===== src/hdl/islip_pkg.sv =====
// Shared types and constants of the iSLIP VOQ crossbar scheduler.
package islip_pkg;

    localparam int PORT_W      = 3;
    localparam int LIMIT_W     = 7;
    localparam int IN_DATA_W   = 8;
    localparam int OUT_DATA_W  = 40;
    localparam int MASK_W      = 8;
    localparam int TARGETS_W   = 24;
    localparam int COUNT_W     = 4;

    localparam logic [LIMIT_W-1:0] LIMIT_RESET = 7'd64;

    localparam logic MODE_ARRIVAL = 1'b0;
    localparam logic MODE_TICK    = 1'b1;

    typedef enum logic [5:0] {
        S_IDLE   = 6'b000001,
        S_ARR    = 6'b000010,
        S_GRANT  = 6'b000100,
        S_ACCEPT = 6'b001000,
        S_DEC    = 6'b010000,
        S_DONE   = 6'b100000
    } t_state;

    typedef struct packed {
        logic accept;     // input transaction taken this cycle
        logic arr_load;   // finish arrival: update count, load result
        logic grant_en;   // register grant stage
        logic acc_en;     // register accept stage, move pointers
        logic dec_en;     // decrement sweep step
        logic tick_load;  // load tick result
    } t_cmd;

    typedef struct packed {
        logic dec_last;   // sweep has passed the last input
    } t_sts;

endpackage


===== src/hdl/islip_voq_crossbar_scheduler.sv =====
// Top level of the single-iteration iSLIP scheduler for a VOQ crossbar switch.
//
// Each input transaction is either a cell arrival or a scheduling tick, chosen by
// s_axis_tuser, and yields exactly one result transaction. An arrival reads the VOQ
// count memory in its acceptance cycle; then, once the output register is free, it
// compares against the limit, writes the count back and loads the result. A tick goes
// through the acceptance cycle, the grant arbiters, the accept arbiters and pointer
// update, then a sweep through the count memory (one read and one write port) that
// decrements one matched VOQ per input, and the result load. The next transaction is
// accepted in the cycle after a result load. The output register lets the block accept
// the next transaction while a result waits; a result that is not yet taken holds the
// block before its own result load. VOQ counts need no clearing pass: a per-VOQ
// occupancy bit, cleared at reset, marks empty queues. queue_limit is written through
// i_cfg_we / i_cfg_wdata and resets to 64.
module islip_voq_crossbar_scheduler #(
    parameter int PORTS       = 8,
    parameter int QUEUE_DEPTH = 64
) (
    input  logic                                  i_clk,
    input  logic                                  i_rst_n,
    input  logic                                  s_axis_tvalid,
    output logic                                  s_axis_tready,
    // [2:0] source_port, [5:3] target_port, [7:6] zero
    input  logic [islip_pkg::IN_DATA_W-1:0]       s_axis_tdata,
    // [0] mode
    input  logic                                  s_axis_tuser,
    output logic                                  m_axis_tvalid,
    input  logic                                  m_axis_tready,
    // [0] dropped, [8:1] match_valid_mask, [32:9] match_targets,
    // [36:33] match_count, [39:37] zero
    output logic [islip_pkg::OUT_DATA_W-1:0]      m_axis_tdata,
    // [0] is_tick_result
    output logic                                  m_axis_tuser,
    input  logic                                  i_cfg_we,
    input  logic [islip_pkg::LIMIT_W-1:0]         i_cfg_wdata
);

    islip_pkg::t_cmd w_cmd;
    islip_pkg::t_sts w_sts;

    islip_ctrl u_ctrl (
        .i_clk       (i_clk),
        .i_rst_n     (i_rst_n),
        .i_in_valid  (s_axis_tvalid),
        .i_in_mode   (s_axis_tuser),
        .o_in_ready  (s_axis_tready),
        .i_out_ready (m_axis_tready),
        .o_out_valid (m_axis_tvalid),
        .o_cmd       (w_cmd),
        .i_sts       (w_sts)
    );

    islip_dpath #(
        .PORTS       (PORTS),
        .QUEUE_DEPTH (QUEUE_DEPTH)
    ) u_dpath (
        .i_clk       (i_clk),
        .i_rst_n     (i_rst_n),
        .i_cmd       (w_cmd),
        .o_sts       (w_sts),
        .i_cfg_we    (i_cfg_we),
        .i_cfg_wdata (i_cfg_wdata),
        .i_in_src    (s_axis_tdata[2:0]),
        .i_in_dst    (s_axis_tdata[5:3]),
        .o_out_data  (m_axis_tdata),
        .o_out_tick  (m_axis_tuser)
    );

endmodule


===== src/hdl/islip_ctrl.sv =====
// Controller state machine of the iSLIP scheduler: sequencing and output handshake.
module islip_ctrl (
    input  logic              i_clk,
    input  logic              i_rst_n,
    input  logic              i_in_valid,
    input  logic              i_in_mode,
    output logic              o_in_ready,
    input  logic              i_out_ready,
    output logic              o_out_valid,
    output islip_pkg::t_cmd   o_cmd,
    input  islip_pkg::t_sts   i_sts
);

    islip_pkg::t_state r_state, n_state;
    logic              r_out_vld, n_out_vld;
    logic              w_out_free;
    islip_pkg::t_cmd   w_cmd;

    assign w_out_free = !r_out_vld || i_out_ready;

    always_comb begin
        n_state = r_state;
        w_cmd   = '0;
        case (r_state)
            islip_pkg::S_IDLE: begin
                if (i_in_valid) begin
                    w_cmd.accept = 1'b1;
                    n_state = (i_in_mode == islip_pkg::MODE_TICK) ? islip_pkg::S_GRANT
                                                                  : islip_pkg::S_ARR;
                end
            end
            islip_pkg::S_ARR: begin
                if (w_out_free) begin
                    w_cmd.arr_load = 1'b1;
                    n_state = islip_pkg::S_IDLE;
                end
            end
            islip_pkg::S_GRANT: begin
                w_cmd.grant_en = 1'b1;
                n_state = islip_pkg::S_ACCEPT;
            end
            islip_pkg::S_ACCEPT: begin
                w_cmd.acc_en = 1'b1;
                n_state = islip_pkg::S_DEC;
            end
            islip_pkg::S_DEC: begin
                w_cmd.dec_en = 1'b1;
                if (i_sts.dec_last) begin
                    n_state = islip_pkg::S_DONE;
                end
            end
            islip_pkg::S_DONE: begin
                if (w_out_free) begin
                    w_cmd.tick_load = 1'b1;
                    n_state = islip_pkg::S_IDLE;
                end
            end
            default: begin
                n_state = islip_pkg::S_IDLE;
            end
        endcase
    end

    always_comb begin
        n_out_vld = r_out_vld;
        if (w_cmd.arr_load || w_cmd.tick_load) begin
            n_out_vld = 1'b1;
        end else if (i_out_ready) begin
            n_out_vld = 1'b0;
        end
    end

    always_ff @(posedge i_clk) begin
        if (!i_rst_n) begin
            r_state   <= islip_pkg::S_IDLE;
            r_out_vld <= 1'b0;
        end else begin
            r_state   <= n_state;
            r_out_vld <= n_out_vld;
        end
    end

    assign o_in_ready  = (r_state == islip_pkg::S_IDLE);
    assign o_out_valid = r_out_vld;
    assign o_cmd       = w_cmd;

endmodule


===== src/hdl/islip_dpath.sv =====
// Datapath of the iSLIP scheduler: VOQ counts, arbiters, pointers and result register.
module islip_dpath #(
    parameter int PORTS       = 8,
    parameter int QUEUE_DEPTH = 64
) (
    input  logic                                  i_clk,
    input  logic                                  i_rst_n,
    input  islip_pkg::t_cmd                       i_cmd,
    output islip_pkg::t_sts                       o_sts,
    input  logic                                  i_cfg_we,
    input  logic [islip_pkg::LIMIT_W-1:0]         i_cfg_wdata,
    input  logic [islip_pkg::PORT_W-1:0]          i_in_src,
    input  logic [islip_pkg::PORT_W-1:0]          i_in_dst,
    output logic [islip_pkg::OUT_DATA_W-1:0]      o_out_data,
    output logic                                  o_out_tick
);

    localparam int PW       = $clog2(PORTS);
    localparam int IW       = PW + 1;
    localparam int NQ       = PORTS * PORTS;
    localparam int AW       = $clog2(NQ);
    localparam int MAX_FILL = (QUEUE_DEPTH < 127) ? QUEUE_DEPTH : 127;
    localparam int FW       = $clog2(MAX_FILL + 1);
    localparam int DW       = $clog2(QUEUE_DEPTH + 1);
    localparam int CW       = (DW > islip_pkg::LIMIT_W) ? DW : islip_pkg::LIMIT_W;
    localparam int NV       = (PORTS < 8) ? PORTS : 8;
    localparam int SW       = $clog2(PORTS + 1);

    // Round-robin pick: first requester at or after the pointer; top bit is "found".
    function automatic logic [PW:0] rr_pick(input logic [PORTS-1:0] req,
                                            input logic [PW-1:0]    ptr);
        logic          found;
        logic [PW-1:0] sel;
        logic [IW-1:0] cand;
        found = 1'b0;
        sel   = '0;
        for (int n = PORTS - 1; n >= 0; n--) begin
            cand = {1'b0, ptr} + IW'(n);
            if (cand >= IW'(PORTS)) begin
                cand = cand - IW'(PORTS);
            end
            if (req[cand[PW-1:0]]) begin
                found = 1'b1;
                sel   = cand[PW-1:0];
            end
        end
        return {found, sel};
    endfunction

    function automatic logic [PW-1:0] ptr_next(input logic [PW-1:0] x);
        return (x == PW'(PORTS - 1)) ? '0 : x + PW'(1);
    endfunction

    // Configuration and occupancy state.
    logic [islip_pkg::LIMIT_W-1:0] r_limit;
    logic [NQ-1:0]                 r_nz;      // a VOQ whose bit is clear holds zero cells
    logic [FW-1:0]                 r_mem [NQ];
    logic [FW-1:0]                 r_rd_data;
    logic                          r_rd_nz;

    // Arrival capture.
    logic [AW-1:0]                 r_arr_addr;
    logic                          r_arr_rng;

    // Scheduling state.
    logic [PW-1:0]                 r_gptr [PORTS];
    logic [PW-1:0]                 r_aptr [PORTS];
    logic [PORTS-1:0]              r_gnt_vld;
    logic [PW-1:0]                 r_gnt_in [PORTS];
    logic [PORTS-1:0]              r_m_vld;
    logic [PW-1:0]                 r_m_out [PORTS];

    // Decrement sweep.
    logic [IW-1:0]                 r_idx;
    logic                          r_wp_vld;
    logic [AW-1:0]                 r_wp_addr;

    // Result register.
    logic [islip_pkg::OUT_DATA_W-1:0] r_out_data;
    logic                             r_out_tick;

    logic                          w_in_rng;
    logic [AW-1:0]                 w_in_addr;
    logic                          w_idx_ok;
    logic [PW-1:0]                 w_idx;
    logic [AW-1:0]                 w_sw_addr;
    logic [AW-1:0]                 w_rd_addr;
    logic [FW-1:0]                 w_cnt;
    logic                          w_drop;
    logic                          w_arr_we;
    logic                          w_dec_we;
    logic                          w_we;
    logic [AW-1:0]                 w_wr_addr;
    logic [FW-1:0]                 w_wr_data;
    logic [PORTS-1:0]              w_req_col [PORTS];
    logic [PORTS-1:0]              w_gnt_row [PORTS];
    logic [PORTS-1:0]              w_g_vld;
    logic [PW-1:0]                 w_g_in [PORTS];
    logic [PORTS-1:0]              w_a_vld;
    logic [PW-1:0]                 w_a_out [PORTS];
    logic [PORTS-1:0]              w_g_hit;
    logic [PW:0]                   w_pick_g [PORTS];
    logic [PW:0]                   w_pick_a [PORTS];
    logic [islip_pkg::MASK_W-1:0]     w_mask;
    logic [islip_pkg::TARGETS_W-1:0]  w_targets;
    logic [SW-1:0]                    w_sum;

    // Arrival address; ports beyond the switch are ignored.
    assign w_in_rng  = (5'(i_in_src) < 5'(PORTS)) && (5'(i_in_dst) < 5'(PORTS));
    assign w_in_addr = w_in_rng ? AW'(int'(i_in_src) * PORTS + int'(i_in_dst)) : '0;

    assign w_idx_ok  = (r_idx < IW'(PORTS));
    assign w_idx     = w_idx_ok ? r_idx[PW-1:0] : '0;
    assign w_sw_addr = AW'(int'(w_idx) * PORTS + int'(r_m_out[w_idx]));

    always_comb begin
        if (i_cmd.accept) begin
            w_rd_addr = w_in_addr;
        end else if (i_cmd.dec_en) begin
            w_rd_addr = w_sw_addr;
        end else begin
            w_rd_addr = r_arr_addr;
        end
    end

    assign w_cnt  = r_rd_nz ? r_rd_data : '0;
    assign w_drop = r_arr_rng &&
                    ((CW'(w_cnt) >= CW'(r_limit)) || (CW'(w_cnt) >= CW'(QUEUE_DEPTH)));

    assign w_arr_we  = i_cmd.arr_load && r_arr_rng && !w_drop;
    assign w_dec_we  = i_cmd.dec_en && r_wp_vld;
    assign w_we      = w_arr_we || w_dec_we;
    assign w_wr_addr = w_dec_we ? r_wp_addr : r_arr_addr;
    assign w_wr_data = w_dec_we ? (w_cnt - FW'(1)) : (w_cnt + FW'(1));

    always_ff @(posedge i_clk) begin
        if (w_we) begin
            r_mem[w_wr_addr] <= w_wr_data;
        end
        r_rd_data <= r_mem[w_rd_addr];
        r_rd_nz   <= r_nz[w_rd_addr];
    end

    always_ff @(posedge i_clk) begin
        if (!i_rst_n) begin
            r_nz <= '0;
        end else if (w_arr_we) begin
            r_nz[r_arr_addr] <= 1'b1;
        end else if (w_dec_we && (w_cnt == FW'(1))) begin
            r_nz[r_wp_addr] <= 1'b0;
        end
    end

    always_ff @(posedge i_clk) begin
        if (!i_rst_n) begin
            r_limit <= islip_pkg::LIMIT_RESET;
        end else if (i_cfg_we) begin
            r_limit <= i_cfg_wdata;
        end
    end

    always_ff @(posedge i_clk) begin
        if (i_cmd.accept) begin
            r_arr_addr <= w_in_addr;
            r_arr_rng  <= w_in_rng;
        end
    end

    // Grant stage: each output arbitrates over the inputs holding cells for it.
    always_comb begin
        for (int j = 0; j < PORTS; j++) begin
            for (int i = 0; i < PORTS; i++) begin
                w_req_col[j][i] = r_nz[i * PORTS + j];
            end
            w_pick_g[j] = rr_pick(w_req_col[j], r_gptr[j]);
            w_g_vld[j]  = w_pick_g[j][PW];
            w_g_in[j]   = w_pick_g[j][PW-1:0];
        end
    end

    // Accept stage: each input arbitrates over the outputs that granted it.
    always_comb begin
        for (int i = 0; i < PORTS; i++) begin
            for (int j = 0; j < PORTS; j++) begin
                w_gnt_row[i][j] = r_gnt_vld[j] && (r_gnt_in[j] == PW'(i));
            end
            w_pick_a[i] = rr_pick(w_gnt_row[i], r_aptr[i]);
            w_a_vld[i]  = w_pick_a[i][PW];
            w_a_out[i]  = w_pick_a[i][PW-1:0];
        end
        for (int j = 0; j < PORTS; j++) begin
            w_g_hit[j] = r_gnt_vld[j] && w_a_vld[r_gnt_in[j]] &&
                         (w_a_out[r_gnt_in[j]] == PW'(j));
        end
    end

    always_ff @(posedge i_clk) begin
        if (i_cmd.grant_en) begin
            r_gnt_vld <= w_g_vld;
            r_gnt_in  <= w_g_in;
        end
        if (i_cmd.acc_en) begin
            r_m_vld <= w_a_vld;
            r_m_out <= w_a_out;
        end
    end

    // Pointers move only on an accepted match, one past the partner.
    always_ff @(posedge i_clk) begin
        if (!i_rst_n) begin
            for (int k = 0; k < PORTS; k++) begin
                r_gptr[k] <= '0;
                r_aptr[k] <= '0;
            end
        end else if (i_cmd.acc_en) begin
            for (int k = 0; k < PORTS; k++) begin
                if (w_a_vld[k]) begin
                    r_aptr[k] <= ptr_next(w_a_out[k]);
                end
                if (w_g_hit[k]) begin
                    r_gptr[k] <= ptr_next(r_gnt_in[k]);
                end
            end
        end
    end

    // Sweep reads input k's matched VOQ while writing back input k-1's.
    always_ff @(posedge i_clk) begin
        if (!i_rst_n) begin
            r_idx    <= '0;
            r_wp_vld <= 1'b0;
        end else if (i_cmd.acc_en) begin
            r_idx    <= '0;
            r_wp_vld <= 1'b0;
        end else if (i_cmd.dec_en) begin
            if (w_idx_ok) begin
                r_idx <= r_idx + IW'(1);
            end
            r_wp_vld <= w_idx_ok && r_m_vld[w_idx];
        end
    end

    always_ff @(posedge i_clk) begin
        if (i_cmd.dec_en) begin
            r_wp_addr <= w_sw_addr;
        end
    end

    assign o_sts.dec_last = !w_idx_ok;

    always_comb begin
        w_mask    = '0;
        w_targets = '0;
        w_sum     = '0;
        for (int i = 0; i < NV; i++) begin
            w_mask[i]        = r_m_vld[i];
            w_targets[3*i +: 3] = r_m_vld[i] ? 3'(r_m_out[i]) : 3'd0;
        end
        for (int i = 0; i < PORTS; i++) begin
            w_sum = w_sum + SW'(r_m_vld[i]);
        end
    end

    always_ff @(posedge i_clk) begin
        if (i_cmd.arr_load) begin
            r_out_data <= {3'd0, 4'd0, 24'd0, 8'd0, w_drop};
            r_out_tick <= islip_pkg::MODE_ARRIVAL;
        end else if (i_cmd.tick_load) begin
            r_out_data <= {3'd0, 4'(w_sum), w_targets, w_mask, 1'b0};
            r_out_tick <= islip_pkg::MODE_TICK;
        end
    end

    assign o_out_data = r_out_data;
    assign o_out_tick = r_out_tick;

endmodule


===== config.mk =====
export PLATFORM = sky130hd
export DESIGN_NAME = islip_voq_crossbar_scheduler
export DESIGN_NICKNAME = d
export VERILOG_FILES = /design/src/hdl/islip_pkg.sv /design/src/hdl/islip_voq_crossbar_scheduler.sv /design/src/hdl/islip_ctrl.sv /design/src/hdl/islip_dpath.sv
export SDC_FILE = /design/constraint.sdc
export NUM_CORES = 2
export LEC_CHECK = 0
export BUFFER_PORTS_ARGS = -buffer_cell sky130_fd_sc_hd__buf_2
export CORE_MARGIN = 2
export CORE_UTILIZATION = 25
export DETAILED_ROUTE_END_ITERATION = 16
export REMOVE_ABC_BUFFERS = 1
export SYNTH_ARGS = -nofsm -noshare
export SYNTH_HDL_FRONTEND = slang
export SYNTH_HIERARCHICAL = 1
export SYNTH_SLANG_ARGS = --single-unit

===== constraint.sdc =====
create_clock -name i_clk -period 13.2 [get_ports i_clk]
set_input_delay 1.32 -clock i_clk [delete_from_list [all_inputs] [get_ports i_clk]]
set_output_delay 1.32 -clock i_clk [all_outputs]
set_load 0.01 [all_outputs]

==> key figures <==
Hold path
  – Worst Hold Endpoint: u_dpath/o_out_tick
  – Worst Hold Launch: u_dpath/o_out_tick
  – Worst hold path stage count: 2
  – Hold WC Path Type: register to register

Detailed routing
  – Drt initial violations: 4,572
  – DRT Pass-1 Iters: 6
  – Routed length per instance: 21.0 um
  – Post-Route WL: 148,000 um
  – Routed vias: 38,700
  – Vias/cell: 5.50
  – DR DRC count: 0
  – Routed Antenna Nets: 0

Logic synthesis
  – Ys Warns: 6
  – Synth Area in Compound Gates: 0.155
  – Post-synthesis cell type with the largest combined area: edfxtp_1
  – Post-Synthesis Cell Area: 46,600 sq um
  – Adder-Cell Fraction of Synth Area: 0.0270
  – Post-Synth XOR/XNOR Area: 0.0157
  – Async SR Flop Fraction: 0
  – Top cells by count, synth: nand2_1 (599), edfxtp_1 (573), nor2_1 (355)
  – Seq cells post-synth: 701
  – Post-Synthesis Cells: 4,607
  – Syn avg cell area: 10.1 sq um
  – Most frequent cell after synthesis: nand2_1
  – Post-synthesis simple-gate area fraction: 0.181
  – Largest family of logic cells by synthesized area: simple AND/OR/NAND/NOR gates
  – Number of synthesized flops with an enable pin: 573
  – Cell variety after synth: 103
  – Mux cell area share after synthesis: 0.156
  – Sequential share of the synthesized area: 0.424
  – Top cells by area, synth: edfxtp_1 (37%), mux4_2 (9.2%), dfxtp_1 (5.5%)
  – Post-synth top area share: 0.369
  – Top FF cell, synth: edfxtp_1

GRT
  – First-pass GRT wire length: 225,000 um
  – Most crowded layer after global routing: met2
  – Congestion Overflow GR: 0
  – Initial antenna violation count: 1
  – Grt met1 use: 0.203
  – Total Routing Usage GR: 0.148
  – Largest net degree at the start of global routing: 74
  – Grt met2 use: 0.237
  – Vias in the first global route: 36,500
  – GRT met3 Usage: 0.0220

Pwr
  – Leak: 0.0176 uW
  – Max IR drop VDD: 0.144 mV
  – PwrDens: 135 nW/um^2

Place
  – DP HPWL: 101,000 um
  – Instance area at placement: 49,200 sq um
  – Final Wtd Congestion: 0.932
  – Buffers on Ports: 58

Floorplanning
  – Die Ht: 436 um
  – Row count: 158
  – Die footprint: 190,000 sq um
  – Ports: 64
  – Initial Utilization: 0.252
  – Core ar.: 185,000 sq um
  – Die Wd: 436 um

Worst setup path
  – Crit path max fanout: 30
  – Worst EP required: 13.51 ns
  – Worst R2R Setup Slack: 7.09 ns
  – CP Launch Point: u_dpath/r_aptr[1][0]
  – Most frequent CP cell: nand4_1
  – CP endpoint kind: register
  – Max stage delay on crit path: 1.33 ns
  – Reg2reg end: u_dpath/r_gptr[0][1]
  – CP arrival: 6.42 ns
  – Crit-path cells: buf_4 -> clkinv_1 -> ha_1 -> nand4_1 -> and2_1 -> mux4_2 -> nand2b_1 -> a21o_1 -> nand3_1 -> o311a_1 -> a211oi_1 -> nand4_1 -> o21ai_0
  – Worst r2r path cells: 13
  – Slowest stage cell, crit path: ha_1
  – Critical path class: register to register
  – Setup crit start kind: register
  – FF-to-FF Start: u_dpath/r_aptr[1][0]

Timing
  – Tcrit/Tclk final: 0.463
  – Unrepaired setup endpoints after global routing: false
  – Final hold viol count: 0
  – Setup Viol. Count Final: 0
  – Worst-margin pin slew: 1.25 ns
  – Final Max Slew Viols: 0
  – Final period demand of the worst path: 6.11 ns
  – TNS Setup: 0 ns
  – Fmax: 0.164 GHz
  – Worst slew margin: 0.165
  – Fin Clk Skew: 0.0438 ns
  – Final hold slack: 0.462 ns

Layout
  – Multi-input logic area: 25,000 sq um
  – Share of cells above drive strength 1: 0.124
  – # fillers: 19,300
  – P&R area growth vs syn: 11.3%
  – FF+latch area: 19,800 sq um
  – Final-stage net count: 4,608
  – Final Instance Area: 51,900 sq um

Clocking
  – Clock Pin Slew Worst Setup and Hold Paths: 0.06 ns
  – Postcts setup bufs: 0
  – CTS sink cnt: 701
  – Post-cts sizing count: 0
  – Root buf cell: clkbuf_16
  – CTS Buf Count: 74
  – CTS tree: done
  – Clk buf depth: 3
  – Hold_buf cts: 0
  – Htree depth: 3
  – Clock latency on the worst-skew pair: 0.69 ns

Status
  – Status: complete, no violations

Job
  – Max Cap Viol: 0
-- metrics by stage --
step | total power (uW) | utilization | setup WS [ns] | cells
3_3_place_gp | 4760 | 0.266 | 7.14 | 6893
4_1_cts | 7030 | 0.280 | 7.16 | 7030
5_1_grt | 7280 | 0.280 | 6.63 | 7030
3_5_place_dp | 4790 | 0.266 | 7.13 | 6893
2_1_floorplan | 4140 | - | 1.54 | 4290
6_report | 7010 | 0.280 | 7.09 | 7031
-- final cells by class --
class,instances,area share
Sequential cell,701,0.381
Clock inverter,36,0.0109
Clock buffer,101,0.0395
Multi-Input combinational cell,3438,0.483
Tap cell,2480,0.0598
Timing Repair Buffer,123,0.0151
Antenna cell,1,0.0000482
Inverter,151,0.0109
-- sequential cells by signal, summed over array words and instances, names as in the netlist, 4 cells and up --
| name | cells |
|---|---|
| u_dpath/r_nz | 64 |
| u_dpath/r_wp_addr | 6 |
| u_dpath/o_out_data | 37 |
| u_ctrl/r_state | 6 |
| u_dpath/r_limit | 7 |
| u_dpath/r_gnt_in | 24 |
| u_dpath/r_arr_addr | 6 |
| u_dpath/r_mem | 448 |
| u_dpath/r_gptr | 24 |
| u_dpath/r_aptr | 24 |
| u_dpath/r_gnt_vld | 8 |
| u_dpath/r_idx | 4 |
| u_dpath/r_m_vld | 8 |
| u_dpath/r_m_out | 24 |
| u_dpath/r_rd_data | 7 |
-- per-layer routing --
layer | share of wire | wire length (um)
met2 | 0.46 | 67500
met4 | 0.039 | 5710
met1 | 0.43 | 63100
met3 | 0.077 | 11300
met5 | 0 | 0
-- worst max-delay path: cells and delay by family (launching register included) --
kind,cells,cell delay [ns]
compound gates,4,1.38
fa+ha+maj,1,1.33
simple gates,5,1.28
buf+inv,2,0.88
mux,1,0.54
flops,1,0.32
-- power by group --
group	switching, uW	internal (uW)
sequential	88.9	2720
combinational	1360	610
clock	932	1310
total	2380	4630
-- placed cells by master (no fill, tap or decap), drive strengths merged, types with 35 or more instances in the layout --
| cell | count |
|---|---|
| a211oi | 49 |
| a21oi | 210 |
| a31oi | 70 |
| and2 | 43 |
| and3 | 43 |
| buf | 123 |
| clkbuf | 101 |
| clkinv | 35 |
| dfxtp | 128 |
| edfxtp | 573 |
| ha | 94 |
| inv | 139 |
| mux2 | 55 |
| mux2i | 235 |
| mux4 | 191 |
| nand2 | 599 |
| nand2b | 63 |
| nand3 | 241 |
| nand3b | 39 |
| nand4 | 49 |
| nor2 | 355 |
| nor2b | 36 |
| nor3 | 69 |
| o211ai | 60 |
| o21ai | 215 |
| o31ai | 36 |
| xnor2 | 46 |
-- how the worst max path moves through the flow --
stage,end,slack [ns],cells after the start
after floorplan,u_dpath/r_rd_nz,1.54,9
after global placement,u_dpath/r_rd_data[4],7.14,12
after detailed placement,u_dpath/r_rd_data[4],7.13,12
after CTS,u_dpath/r_gptr[0][1],7.16,13
after global routing,u_dpath/r_gptr[0][1],6.63,13
final,u_dpath/r_gptr[0][1],7.09,13
-- logic make-up (layout without fill, tap and decap cells) --
| kind of cell | count (synthesis) | after routing |
|---|---|---|
| AOI/OAI and AO/OA | 1053 | 1053 |
| muxes | 481 | 481 |
| DFF | 701 | 701 |
| other | 1 | 4 |
| and+or+nand+nor | 1728 | 1728 |
| adders and majority gates | 98 | 98 |
| buffers and inverters | 470 | 411 |
| xor gates and xnor gates | 75 | 75 |
(Power assumes the default switching activity.)
